File: src/rtl/qs_pkg.sv
// ----------------------------------------------------------------------------
// qs_pkg: shared constants and types for the quicksort sorter
// Sizes of the value store, index widths and the queued item format.
// ----------------------------------------------------------------------------
`timescale 1ns / 1ps
`default_nettype none

package qs_pkg;

    localparam int MAX_ITEMS   = 64;
    localparam int VALUE_BITS  = 32;
    localparam int IDX_W       = $clog2(MAX_ITEMS);
    localparam int CNT_W       = IDX_W + 1;
    // signed range bounds need room for -1 and MAX_ITEMS
    localparam int POS_W       = IDX_W + 2;
    localparam int STACK_W     = 2 * IDX_W;
    localparam int QUEUE_DEPTH = 4;
    localparam int QPTR_W      = $clog2(QUEUE_DEPTH);

    // one classified input item as it waits in the queue
    typedef struct packed {
        logic                  last;
        logic [VALUE_BITS-1:0] value;
    } qs_item_t;

endpackage : qs_pkg

`default_nettype wire

File: src/rtl/quicksort_sorter.sv
// ----------------------------------------------------------------------------
// quicksort_sorter: streaming batch sorter for signed 32-bit values
// Loads a batch ended by tlast, sorts it ascending by Lomuto quicksort,
// then sends the sorted batch with tlast on its final value.
// ----------------------------------------------------------------------------
// Values load at one per cycle while the queue holds items; after the last
// transfer each partition reads the pivot, compares and swaps through the
// range and places the pivot; a stack pop reloads a saved range. Results
// leave one at a time, each held until tready; ordered batches sort slower.
// Reset (aresetn low, synchronous) empties the queue, clears the count, the
// overflow flag and the range stack pointer; stored values are not cleared.
`timescale 1ns / 1ps
`default_nettype none

module quicksort_sorter (
    input  wire logic                          aclk,
    input  wire logic                          aresetn,
    // input stream
    input  wire logic                          s_axis_tvalid,
    output logic                               s_axis_tready,
    input  wire logic [qs_pkg::VALUE_BITS-1:0] s_axis_tdata,   // [31:0] value
    input  wire logic                          s_axis_tlast,   // last of batch
    // result stream
    output logic                               m_axis_tvalid,
    input  wire logic                          m_axis_tready,
    output logic [qs_pkg::VALUE_BITS-1:0]      m_axis_tdata,   // [31:0] sorted_value
    output logic                               m_axis_tlast,   // last_out
    output logic [0:0]                         m_axis_tuser    // [0] overflow
);
    import qs_pkg::*;

    // items waiting between the input side and the sorting engine
    logic     item_valid;
    logic     item_pop;
    qs_item_t item;

    // front: accepts transfers and queues them; stalls only when the
    // queue is full, so it keeps taking items while the engine is busy
    qs_front u_front (
        .aclk          (aclk),
        .aresetn       (aresetn),
        .s_axis_tvalid (s_axis_tvalid),
        .s_axis_tready (s_axis_tready),
        .s_axis_tdata  (s_axis_tdata),
        .s_axis_tlast  (s_axis_tlast),
        .item_valid    (item_valid),
        .item          (item),
        .item_pop      (item_pop)
    );

    // back: stores the batch (extra values past capacity are dropped and
    // flagged on tuser), sorts in place, and drives the output register
    qs_back u_back (
        .aclk          (aclk),
        .aresetn       (aresetn),
        .item_valid    (item_valid),
        .item          (item),
        .item_pop      (item_pop),
        .m_axis_tvalid (m_axis_tvalid),
        .m_axis_tready (m_axis_tready),
        .m_axis_tdata  (m_axis_tdata),
        .m_axis_tlast  (m_axis_tlast),
        .m_axis_tuser  (m_axis_tuser)
    );

endmodule : quicksort_sorter

`default_nettype wire

File: src/rtl/qs_ram.sv
// ----------------------------------------------------------------------------
// qs_ram: generic simple dual-port RAM
// One write port, one read port, registered read data.
// ----------------------------------------------------------------------------
`timescale 1ns / 1ps
`default_nettype none

module qs_ram #(
    parameter int WIDTH  = 32,
    parameter int DEPTH  = 64,
    parameter int ADDR_W = $clog2(DEPTH)
) (
    input  wire logic              aclk,
    input  wire logic              wr_en,
    input  wire logic [ADDR_W-1:0] wr_addr,
    input  wire logic [WIDTH-1:0]  wr_data,
    input  wire logic [ADDR_W-1:0] rd_addr,
    output logic      [WIDTH-1:0]  rd_data
);

    logic [WIDTH-1:0] mem_reg [DEPTH];

    always_ff @(posedge aclk) begin
        if (wr_en) begin
            mem_reg[wr_addr] <= wr_data;
        end
        rd_data <= mem_reg[rd_addr];
    end

endmodule : qs_ram

`default_nettype wire

File: src/rtl/qs_front.sv
// ----------------------------------------------------------------------------
// qs_front: input side of the sorter
// Takes stream transfers, tags them as values or end of batch, and holds
// them in a short queue until the sorting engine is ready for them.
// ----------------------------------------------------------------------------
`timescale 1ns / 1ps
`default_nettype none

module qs_front (
    input  wire logic                          aclk,
    input  wire logic                          aresetn,
    input  wire logic                          s_axis_tvalid,
    output logic                               s_axis_tready,
    input  wire logic [qs_pkg::VALUE_BITS-1:0] s_axis_tdata,
    input  wire logic                          s_axis_tlast,
    output logic                               item_valid,
    output qs_pkg::qs_item_t                   item,
    input  wire logic                          item_pop
);
    import qs_pkg::*;

    qs_item_t            queue_reg [QUEUE_DEPTH];
    logic [QPTR_W-1:0]   wr_ptr_reg;
    logic [QPTR_W-1:0]   rd_ptr_reg;
    logic [QPTR_W:0]     fill_reg;
    logic [QPTR_W:0]     fill_next;
    logic                push;
    logic                pop;
    qs_item_t            in_item;

    assign s_axis_tready = (fill_reg != (QPTR_W+1)'(QUEUE_DEPTH));
    assign item_valid    = (fill_reg != '0);
    assign item          = queue_reg[rd_ptr_reg];

    assign push = s_axis_tvalid && s_axis_tready;
    assign pop  = item_pop && item_valid;

    assign in_item.value = s_axis_tdata;
    assign in_item.last  = s_axis_tlast;

    always_comb begin
        fill_next = fill_reg;
        if (push && !pop) begin
            fill_next = fill_reg + 1'b1;
        end else if (pop && !push) begin
            fill_next = fill_reg - 1'b1;
        end
    end

    always_ff @(posedge aclk) begin
        if (push) begin
            queue_reg[wr_ptr_reg] <= in_item;
        end
    end

    always_ff @(posedge aclk) begin
        if (!aresetn) begin
            wr_ptr_reg <= '0;
            rd_ptr_reg <= '0;
            fill_reg   <= '0;
        end else begin
            if (push) begin
                wr_ptr_reg <= wr_ptr_reg + 1'b1;
            end
            if (pop) begin
                rd_ptr_reg <= rd_ptr_reg + 1'b1;
            end
            fill_reg <= fill_next;
        end
    end

endmodule : qs_front

`default_nettype wire

File: src/rtl/qs_back.sv
// ----------------------------------------------------------------------------
// qs_back: sorting engine
// Stores a batch, sorts it in place by Lomuto quicksort with a range stack,
// then streams the sorted values out through an output register.
// ----------------------------------------------------------------------------
`timescale 1ns / 1ps
`default_nettype none

module qs_back (
    input  wire logic                          aclk,
    input  wire logic                          aresetn,
    input  wire logic                          item_valid,
    input  wire qs_pkg::qs_item_t              item,
    output logic                               item_pop,
    output logic                               m_axis_tvalid,
    input  wire logic                          m_axis_tready,
    output logic [qs_pkg::VALUE_BITS-1:0]      m_axis_tdata,
    output logic                               m_axis_tlast,
    output logic [0:0]                         m_axis_tuser
);
    import qs_pkg::*;

    typedef enum logic [3:0] {
        ST_LOAD,
        ST_CHECK,
        ST_POP_WAIT,
        ST_PV_RD,
        ST_PV_WAIT,
        ST_P_RD,
        ST_P_CMP,
        ST_P_WR2,
        ST_FIN_RD,
        ST_FIN_W1,
        ST_FIN_W2,
        ST_SPLIT,
        ST_OUT_RD,
        ST_OUT_LD,
        ST_OUT_WAIT
    } state_t;

    state_t                  state_reg;
    logic [CNT_W-1:0]        count_reg;
    logic                    dropped_reg;
    logic [CNT_W-1:0]        sp_reg;
    logic [CNT_W-1:0]        k_reg;
    logic signed [POS_W-1:0] lo_reg;
    logic signed [POS_W-1:0] hi_reg;
    logic signed [POS_W-1:0] j_reg;
    logic signed [POS_W-1:0] ip_reg;
    logic [VALUE_BITS-1:0]   pivot_reg;
    logic [VALUE_BITS-1:0]   tmp_reg;

    // value store: two copies share the write port, one read port each
    logic                    v_we;
    logic [IDX_W-1:0]        v_waddr;
    logic [VALUE_BITS-1:0]   v_wdata;
    logic [IDX_W-1:0]        va_raddr;
    logic [IDX_W-1:0]        vb_raddr;
    logic [VALUE_BITS-1:0]   va_rdata;
    logic [VALUE_BITS-1:0]   vb_rdata;

    logic                    s_we;
    logic [IDX_W-1:0]        s_waddr;
    logic [STACK_W-1:0]      s_wdata;
    logic [IDX_W-1:0]        s_raddr;
    logic [STACK_W-1:0]      s_rdata;

    logic                    has_room;
    logic [CNT_W-1:0]        n_final;
    logic signed [POS_W-1:0] p_plus;
    logic signed [POS_W-1:0] p_minus;
    logic                    left_small;
    logic                    is_less;
    logic signed [POS_W-1:0] j_plus;
    logic [CNT_W-1:0]        sp_minus;

    qs_ram #(.WIDTH(VALUE_BITS), .DEPTH(MAX_ITEMS)) u_store_a (
        .aclk    (aclk),
        .wr_en   (v_we),
        .wr_addr (v_waddr),
        .wr_data (v_wdata),
        .rd_addr (va_raddr),
        .rd_data (va_rdata)
    );

    qs_ram #(.WIDTH(VALUE_BITS), .DEPTH(MAX_ITEMS)) u_store_b (
        .aclk    (aclk),
        .wr_en   (v_we),
        .wr_addr (v_waddr),
        .wr_data (v_wdata),
        .rd_addr (vb_raddr),
        .rd_data (vb_rdata)
    );

    qs_ram #(.WIDTH(STACK_W), .DEPTH(MAX_ITEMS)) u_stack (
        .aclk    (aclk),
        .wr_en   (s_we),
        .wr_addr (s_waddr),
        .wr_data (s_wdata),
        .rd_addr (s_raddr),
        .rd_data (s_rdata)
    );

    assign has_room   = (count_reg < CNT_W'(MAX_ITEMS));
    assign n_final    = has_room ? (count_reg + 1'b1) : count_reg;
    assign p_plus     = ip_reg + POS_W'(1);
    assign p_minus    = ip_reg - POS_W'(1);
    assign left_small = (ip_reg - lo_reg) < (hi_reg - ip_reg);
    assign is_less    = $signed(va_rdata) < $signed(pivot_reg);
    assign j_plus     = j_reg + POS_W'(1);
    assign sp_minus   = sp_reg - 1'b1;
    assign item_pop   = (state_reg == ST_LOAD);

    // memory port control
    always_comb begin
        v_we     = 1'b0;
        v_waddr  = j_reg[IDX_W-1:0];
        v_wdata  = tmp_reg;
        va_raddr = j_reg[IDX_W-1:0];
        vb_raddr = ip_reg[IDX_W-1:0];
        s_we     = 1'b0;
        s_waddr  = sp_reg[IDX_W-1:0];
        s_wdata  = {p_plus[IDX_W-1:0], hi_reg[IDX_W-1:0]};
        s_raddr  = sp_minus[IDX_W-1:0];
        unique case (state_reg)
            ST_LOAD: begin
                v_we    = item_valid && has_room;
                v_waddr = count_reg[IDX_W-1:0];
                v_wdata = item.value;
            end
            ST_PV_RD: begin
                va_raddr = hi_reg[IDX_W-1:0];
            end
            ST_P_CMP: begin
                // smaller value moves forward to the swap slot
                v_we    = is_less;
                v_waddr = ip_reg[IDX_W-1:0];
                v_wdata = va_rdata;
            end
            ST_P_WR2: begin
                v_we    = 1'b1;
                v_waddr = j_reg[IDX_W-1:0];
                v_wdata = tmp_reg;
            end
            ST_FIN_W1: begin
                v_we    = 1'b1;
                v_waddr = hi_reg[IDX_W-1:0];
                v_wdata = vb_rdata;
            end
            ST_FIN_W2: begin
                v_we    = 1'b1;
                v_waddr = ip_reg[IDX_W-1:0];
                v_wdata = pivot_reg;
            end
            ST_SPLIT: begin
                // push the larger side, keep working the smaller one
                s_we = (sp_reg < CNT_W'(MAX_ITEMS)) &&
                       (left_small ? (hi_reg > p_plus) : (p_minus > lo_reg));
                s_wdata = left_small ? {p_plus[IDX_W-1:0], hi_reg[IDX_W-1:0]}
                                     : {lo_reg[IDX_W-1:0], p_minus[IDX_W-1:0]};
            end
            ST_OUT_RD: begin
                va_raddr = k_reg[IDX_W-1:0];
            end
            default: begin
            end
        endcase
    end

    always_ff @(posedge aclk) begin
        if (!aresetn) begin
            state_reg     <= ST_LOAD;
            count_reg     <= '0;
            dropped_reg   <= 1'b0;
            sp_reg        <= '0;
            k_reg         <= '0;
            m_axis_tvalid <= 1'b0;
        end else begin
            unique case (state_reg)
                ST_LOAD: begin
                    if (item_valid) begin
                        if (has_room) begin
                            count_reg <= count_reg + 1'b1;
                        end else begin
                            dropped_reg <= 1'b1;
                        end
                        if (item.last) begin
                            lo_reg    <= '0;
                            hi_reg    <= $signed({1'b0, n_final}) - POS_W'(1);
                            sp_reg    <= '0;
                            state_reg <= ST_CHECK;
                        end
                    end
                end
                ST_CHECK: begin
                    if (hi_reg > lo_reg) begin
                        state_reg <= ST_PV_RD;
                    end else if (sp_reg != '0) begin
                        sp_reg    <= sp_minus;
                        state_reg <= ST_POP_WAIT;
                    end else begin
                        k_reg     <= '0;
                        state_reg <= ST_OUT_RD;
                    end
                end
                ST_POP_WAIT: begin
                    lo_reg    <= POS_W'(s_rdata[STACK_W-1 -: IDX_W]);
                    hi_reg    <= POS_W'(s_rdata[IDX_W-1:0]);
                    state_reg <= ST_CHECK;
                end
                ST_PV_RD: begin
                    state_reg <= ST_PV_WAIT;
                end
                ST_PV_WAIT: begin
                    pivot_reg <= va_rdata;
                    j_reg     <= lo_reg;
                    ip_reg    <= lo_reg;
                    state_reg <= ST_P_RD;
                end
                ST_P_RD: begin
                    state_reg <= ST_P_CMP;
                end
                ST_P_CMP: begin
                    if (is_less) begin
                        tmp_reg   <= vb_rdata;
                        state_reg <= ST_P_WR2;
                    end else begin
                        j_reg     <= j_plus;
                        state_reg <= (j_plus == hi_reg) ? ST_FIN_RD : ST_P_RD;
                    end
                end
                ST_P_WR2: begin
                    ip_reg    <= p_plus;
                    j_reg     <= j_plus;
                    state_reg <= (j_plus == hi_reg) ? ST_FIN_RD : ST_P_RD;
                end
                ST_FIN_RD: begin
                    state_reg <= ST_FIN_W1;
                end
                ST_FIN_W1: begin
                    state_reg <= ST_FIN_W2;
                end
                ST_FIN_W2: begin
                    state_reg <= ST_SPLIT;
                end
                ST_SPLIT: begin
                    if (s_we) begin
                        sp_reg <= sp_reg + 1'b1;
                    end
                    if (left_small) begin
                        hi_reg <= p_minus;
                    end else begin
                        lo_reg <= p_plus;
                    end
                    state_reg <= ST_CHECK;
                end
                ST_OUT_RD: begin
                    state_reg <= ST_OUT_LD;
                end
                ST_OUT_LD: begin
                    m_axis_tdata  <= va_rdata;
                    m_axis_tlast  <= (k_reg + 1'b1 == count_reg);
                    m_axis_tuser  <= dropped_reg;
                    m_axis_tvalid <= 1'b1;
                    state_reg     <= ST_OUT_WAIT;
                end
                ST_OUT_WAIT: begin
                    if (m_axis_tready) begin
                        m_axis_tvalid <= 1'b0;
                        if (m_axis_tlast) begin
                            count_reg   <= '0;
                            dropped_reg <= 1'b0;
                            state_reg   <= ST_LOAD;
                        end else begin
                            k_reg     <= k_reg + 1'b1;
                            state_reg <= ST_OUT_RD;
                        end
                    end
                end
                default: begin
                    state_reg <= ST_LOAD;
                end
            endcase
        end
    end

endmodule : qs_back

`default_nettype wire
File: config.mk
export PLATFORM = sky130hd
export DESIGN_NAME = quicksort_sorter
export DESIGN_NICKNAME = d
export VERILOG_FILES = /design/src/rtl/qs_pkg.sv /design/src/rtl/quicksort_sorter.sv /design/src/rtl/qs_ram.sv /design/src/rtl/qs_front.sv /design/src/rtl/qs_back.sv
export SDC_FILE = /design/constraint.sdc
export NUM_CORES = 2
export LEC_CHECK = 0
export ABC_CLOCK_PERIOD_IN_PS = 6740
export BUFFER_PORTS_ARGS = -buffer_cell sky130_fd_sc_hd__buf_2
export CAP_MARGIN = 5
export CORE_MARGIN = 3
export CORE_UTILIZATION = 30
export DETAILED_ROUTE_END_ITERATION = 6
export PLACE_DENSITY = 0.45
export SYNTH_ARGS = -nofsm -noshare
export SYNTH_HDL_FRONTEND = slang
export SYNTH_MEMORY_MAX_BITS = 65536
export SYNTH_SLANG_ARGS = --single-unit
File: constraint.sdc
create_clock -name aclk -period 6.74 [get_ports aclk]
set_input_delay 0.337 -clock aclk [delete_from_list [all_inputs] [get_ports aclk]]
set_output_delay 0.337 -clock aclk [all_outputs]
set_load 0.1 [all_outputs]
-- Word level (Yosys, flattened, before mapping)
Memories as Yosys holds them, arrays and structs flattened. A register that Yosys moved wholly into a read port is not among the register bits.
Index checks and enable logic that the tools add are counted.
Widths: inputs -> output; s select.
- add/subtract/negate cells: 14
- multiply operators: 0
- div/mod/pow operators: 0
- $lt $le $gt $ge: 7
- equality and inequality tests: 30
- shifts and indexed selects: 0
- mux-type cells: 61
- bitwise logic cells: 0
- reductions and logical operators: 35
- operators with widths (kind ; number):
    $pmux 32 s4 ; 1
    $mux 7 ; 13
    $pmux 8 s3 ; 3
    $mux 8 ; 7
    $pmux 4 s14 ; 1
    $lt 32x32->1 ; 1
    $mux 4 ; 8
    $eq 4x4->1 const B ; 7
    $pmux 7 s2 ; 2
    $gt 8x8->1 ; 3
    $mux 12 ; 2
    $add 7x1->7 const B ; 3
    $pmux 7 s3 ; 1
    $reduce_and 5->1 ; 4
    $pmux 6 s3 ; 1
    $add 8x2->8 const B ; 2
    $eq 4x3->1 const B ; 4
    $ne 2x2->1 const B ; 8
    $pmux 8 s2 ; 1
    $sub 8x8->8 ; 2
    $lt 7x7->1 const B ; 2
    $mux 1 ; 13
    $pmux 6 s2 ; 1
    $reduce_bool 3->1 ; 4
    28 further kinds ; 53
- register bits after elaboration: 164
- bits in latches: 0
- memory bits (writable): 4996
- bits in read-only memories: 0
- input bits: 37
- word-level logic and storage cells: 169
- memories: 4
- memory list (name ; words ; bits a word ; rd ports ; clocked after memory_dff ; wr ports ; line ; RTL):
    u_back.u_store_a.mem_reg ; 64 ; 32 ; 1 ; 1 ; 1 ; qs_ram.sv:21 ; logic [WIDTH-1:0] mem_reg [DEPTH];
    u_back.u_store_b.mem_reg ; 64 ; 32 ; 1 ; 1 ; 1 ; qs_ram.sv:21 ;
    u_back.u_stack.mem_reg ; 64 ; 12 ; 1 ; 1 ; 1 ; qs_ram.sv:21 ;
    u_front.queue_reg ; 4 ; 33 ; 1 ; 1 ; 1 ; qs_front.sv:22 ; qs_item_t queue_reg [QUEUE_DEPTH];

-- Longest topological paths before layout
- word-level depth: 7
- gate-level depth with buffers: 23
- gate-level depth less buffers: 17

-- Modules after synthesis
From an unflattened synthesis, not the netlist that was laid out.
- cell total of the unflattened synthesis: 9284
- area total of the unflattened synthesis: 202614.3 um2
- modules (own cells, without submodules) (module ; instances ; cells an instance ; area each (um2) ; sequential area each (um2)):
    qs_ram at u_back.u_store_a ... ; 2 ; 3324 ; 78515.3 ; 62139.6
    qs_ram at u_back.u_stack ; 1 ; 1339 ; 29851.1 ; 23302.3
    qs_back ; 1 ; 1076 ; 10428.8 ; 4444.3
    qs_front ; 1 ; 221 ; 5303.8 ; 4144.0

-- Least setup slack after synthesis
No wires, ideal clock.
- path kind: flip-flop to flip-flop
- start: reg u_back.ip_reg[2]
- end: mem u_back.u_stack.mem_reg[0][0] (netlist name), data pin
- arrival time: 6.534 ns
- data required time: 6.038 ns
- slack: -0.495 ns
- cell stages (with the launch flop): 21
- buffers on the path: 6
- period minus slack after synthesis: 7.235 ns
- path through: edfxtp_1 > clkbuf_1 > inv_1 > buf_2 > buf_2 > clkbuf_1 > buf_2 > ha_1 > inv_1 > o21ai_0 > a21oi_1 > o21bai_1 > a21o_1 > a21oi_1 > xnor2_1 > ha_1 > nor2b_1 > a31oi_1 > nand2_1 > clkbuf_1 > o21ai_0
- cells in the longest elaborated chain, start to end: 4
- RTL lines (what ; line ; RTL):
    from (decl) ; qs_back.sv:49 ; logic signed [POS_W-1:0] ip_reg;
    from (signal assigned) ; qs_back.sv:217 ; ip_reg <= lo_reg;
    from (signal assigned) ; qs_back.sv:233 ; ip_reg <= p_plus;
    $sub 8x8->8 ; qs_back.sv:108 ; assign left_small = (ip_reg - lo_reg) < (hi_reg - ip_reg);
    $lt 8x8->1 * ; qs_back.sv:108 ;
    $mux 12 * ; qs_back.sv:159 ; s_wdata = left_small ? {p_plus[IDX_W-1:0], hi_reg[IDX_W-1:0]}
    $mux 12 * ; qs_back.sv:125 ; unique case (state_reg)
    via u_back.s_wdata[0] ; qs_back.sv:64 ; logic [STACK_W-1:0] s_wdata;
    to (decl) ; qs_ram.sv:21 ;
Mark *: on every way through the listed nets, which the timed path passes. The rest lies on a longest branch.

-- Final worst setup path
- start: reg u_back.ip_reg[0]
- end: mem u_back.u_stack.mem_reg[20][6] (netlist name), enable pin
- cells in the longest elaborated chain, start to end: 7
- RTL lines (what ; line ; RTL):
    $sub 8x2->8 (tied with other cells) ; qs_back.sv:107 ; assign p_minus = ip_reg - POS_W'(1);
    $gt 8x8->1 or $lt 8x8->1 (tied branches) ; qs_back.sv:158, qs_back.sv:108 ;
    $mux 1 * ; qs_back.sv:158 ; (left_small ? (hi_reg > p_plus) : (p_minus > lo_reg));
    $logic_and 1x1->1 * ; qs_back.sv:157 ; s_we = (sp_reg < CNT_W'(MAX_ITEMS)) &&
    $mux 1 * ; qs_back.sv:125 ;
    $mux 1 * ; qs_ram.sv:24 ; if (wr_en) begin
    $mux 1 (implied by the code) * ; qs_ram.sv:25 ; mem_reg[wr_addr] <= wr_data;
Every way passes the cells marked *; elsewhere a longest branch is shown, timed or not.

==> metrics <==
Sw Pwr 27,310 uW; FF-to-FF End u_back.u_stack.mem_reg[20][6]; post-route cell area 0.1655 mm2; CTS Root Cell clkbuf_16; hold_sp s_axis_tdata[27]; WL per Instance 32.17 um; register-to-register setup slack 0.80 ns; DRT antenna net count 0; fin crit share 88.12%; Worst Path Class, Setup register to register; Largest register FFs 1,920; Pwr Density 448.7 mW/mm2; DRT iter0 DRCs 9,675; RSZ-0062 raised after global routing no; sw frac 36.78%; Initial Utilization 30.15%; post-synthesis cell count 9,145; Startpoint Class register; first-pass GRT wire length 714.5 mm; Placed Area 0.1529 mm2; worst vdd ir 0.5257 mV; GRT Max-Usage Layer met2; M3 GR Usage 2.483%; drt drc 0; Comb power frac 32.5%; worst hold margin 0.09727 ns; Syn. warnings 0; Placement Setup Slack 0.8974 ns; max-capacitance violation count 0; worst hold path class input pin to register; Clock Sinks 3,190; Int Power 46,930 uW; ratio of cells with drive above 1 in the final layout 21.68%; port buffer count 72; post-synth cell types 77; Die Area 0.4820 mm2; CTS H-tree lvls 5; Fin. Hold Viols 0; DRT Wirelength 512.8 mm; Pins Over Slew Limit 0; Async S/R FF share, synth 0%; global routing usage on met2 34.09%; largest cells by area after synthesis edfxtp_1, mux4_2, nand2_1; largest net degree at the start of global routing 113; Tightest Pin Transition 1.198 ns; vias in the first global route 89,290; CTS max path bufs 4; reg2reg path depth 18; GR Overflow Total 0; biggest area consumer among synthesized cells edfxtp_1; skew final 0.1460 ns; Total Routing Usage GR 20.74%; kind of end point of the critical path register; endpoints failing setup 0; Hold Path Sink u_front.queue_reg[1][27]; part of the power in the clock network 27.3%; Die X-Extent 694.3 um; Die Y 694.3 um; dpl hpwl 321.5 mm; critical path required time 7.40 ns; vias per std cell 5.550; Syn-to-layout area delta 16.43%; Cell Rows 252; CP max FO 10; NumNets Final 9,508; Syn Area/Cell 15.54 um2; total CTS buffers 362; Tmin final 5.939 ns; Seq/Total Area, Yosys 66.62%; worst r2r src u_back.ip_reg[0]; Slew headroom 19.91%; Most used DFF post-synth edfxtp_1; Mapped Nets 9,274; Max Clk Rate 168.4 MHz; worst setup margin 0.8009 ns; status finished, final reports clean; worst skew pair latency 1.03 ns; share of the synthesized area in the top cell type 65.04%; DRT Pass-1 Iters 7; GPL Wtd Cong 0.8649; met1 Resource Use GR 26.69%; Worst-path clk slew 0.06 ns; initial antenna violation count 23; DR vias 88,470; Synth Register Bits 3,190; P_leak 0.05308 uW; WP data arrival 6.60 ns; postcts setup bufs 0; Cell Area, Synth 0.1421 mm2; hold path cells 2; CTS resizes 0; # IOs 73; TritonCTS clock tree yes; Core Region 0.4714 mm2; sequential power share 40.2%; EDFF count, synth 3,078
==> placed cells by master, fill, tap and decap left out, drive strengths merged, types with 99 or more instances in the layout <==
cell	Yosys	layout
edfxtp	3078	3078
clkbuf	296	460
nand2	1715	1715
buf	375	504
a32oi	240	240
a211oi	99	99
nor2	189	189
mux4	841	841
clkinv	2	149
a21oi	211	211
nand3	515	515
mux2i	400	400
dfxtp	112	112
a31oi	283	283
==> metal layers <==
metal,share of wire [%],up-vias
met4,6.3,0
li1,-,36870
met1,40,47000
met3,5.9,862
met2,48,3737
met5,0,-
==> kinds of logic (layout without fill, tap and decap cells) <==
logic type / count (synthesis) / count (layout) / share of synthesized area [%]
xor gates and xnor gates: 74 / 74 / 0.4561
buffers and inverters: 743 / 1279 / 2.317
DFF: 3190 / 3190 / 66.62
and+or+nand+nor: 2683 / 2683 / 8.021
other: 0 / 36 / 0
adders and majority gates: 92 / 92 / 0.8258
muxes: 1280 / 1280 / 16.45
AOI/OAI and AO/OA: 1083 / 1083 / 5.309
==> stage by stage <==
| stage | util [%] | instances | power (uW) | TNS (ns) |
|---|---|---|---|---|
| global placement | 32.43 | 15200 | 54350 | 0 |
| finish | 35.10 | 15940 | 74240 | 0 |
| global route | 35.10 | 15930 | 76980 | 0 |
| floorplan | - | 9145 | 42410 | -95.13 |
| detailed placement | 32.43 | 15200 | 54630 | 0 |
| CTS | 35.08 | 15900 | 74920 | 0 |
==> cell type report <==
class / count / area, um2
fill: 44460 / 305900
sequential: 3190 / 94680
multi-input combinational: 5212 / 45850
clock buffer: 460 / 9738
tap: 6223 / 7786
timing repair buffer: 541 / 4661
clock inverter: 206 / 2376
inverter: 72 / 285.3
antenna: 36 / 90.09
==> repair_timing <==
| action | CTS | global route |
|---|---|---|
| hold buffers | 37 | 0 |
| endpoints found under the setup margin | 0 | 0 |
| hold endpoints to repair | 153 | 0 |
==> worst max-delay path by stage <==
stage | from | endpoint | slack (ns) | cells past startpoint
6_report | u_back.ip_reg[0] | u_back.u_stack.mem_reg[20][6] | 0.80 | 18
5_1_grt | u_back.ip_reg[0] | u_back.u_stack.mem_reg[20][6] | 0.51 | 18
4_1_cts | u_back.ip_reg[0] | u_back.u_stack.mem_reg[20][6] | 0.89 | 18
3_5_place_dp | u_back.ip_reg[0] | u_back.u_stack.mem_reg[20][0] | 0.90 | 18
2_1_floorplan | u_back.ip_reg[2] | u_back.u_stack.mem_reg[0][0] | -0.50 | 20
3_3_place_gp | u_back.ip_reg[0] | u_back.u_stack.mem_reg[44][5] | 0.69 | 18
==> synth_stat cells, types with 4 or more instances <==
cell type,instances
dfxtp_1,112
edfxtp_1,3078
xnor2_1,52
or3_1,12
xor2_1,22
a21oi_1,208
and2_1,4
buf_4,35
clkbuf_1,296
mux2_2,37
inv_1,69
a32oi_1,240
nor4_1,80
nand2_1,1715
nand4_1,18
o22ai_1,45
a21boi_0,5
a222oi_1,36
mux2i_1,400
a211oi_1,98
o21a_1,16
a31o_2,4
buf_2,256
nand3_1,515
nand3b_1,8
a31oi_1,283
nor3b_1,4
ha_1,89
o21ai_0,59
nand2b_1,18
mux4_2,841
nor2_1,188
buf_1,77
o221ai_1,8
buf_6,7
nor2b_1,64
a21o_1,25
and3_1,17
a311o_1,5
a211o_1,4
a221o_1,5
nor3_1,29
a22oi_1,10
==> power groups by stage <==
stage | Sequential, uW | Clock (uW) | Combinational [uW]
global placement | 30200 | 0 | 24100
floorplan | 30000 | 0 | 12400
finish | 29900 | 20300 | 24100
CTS | 29900 | 20700 | 24400
global route | 29900 | 21500 | 25600
detailed placement | 30300 | 0 | 24400
==> critical path: stages, from the launching register on <==
cell and delay, ns:
edfxtp_1 0.65, inv_1 0.19, ha_1 0.28, fa_1 0.44, nor2b_1 0.13, o21ai_0 0.10, nand2b_1 0.12, xor2_1 0.17
ha_1 0.26, a21o_1 0.16, a211o_1 0.28, o221ai_1 0.27, a31oi_1 0.15, buf_4 0.19, a211oi_2 0.67, buf_4 0.30
nand3_1 0.55, nor2_1 0.44, buf_4 0.27
Power figures use the tool's default switching activity.
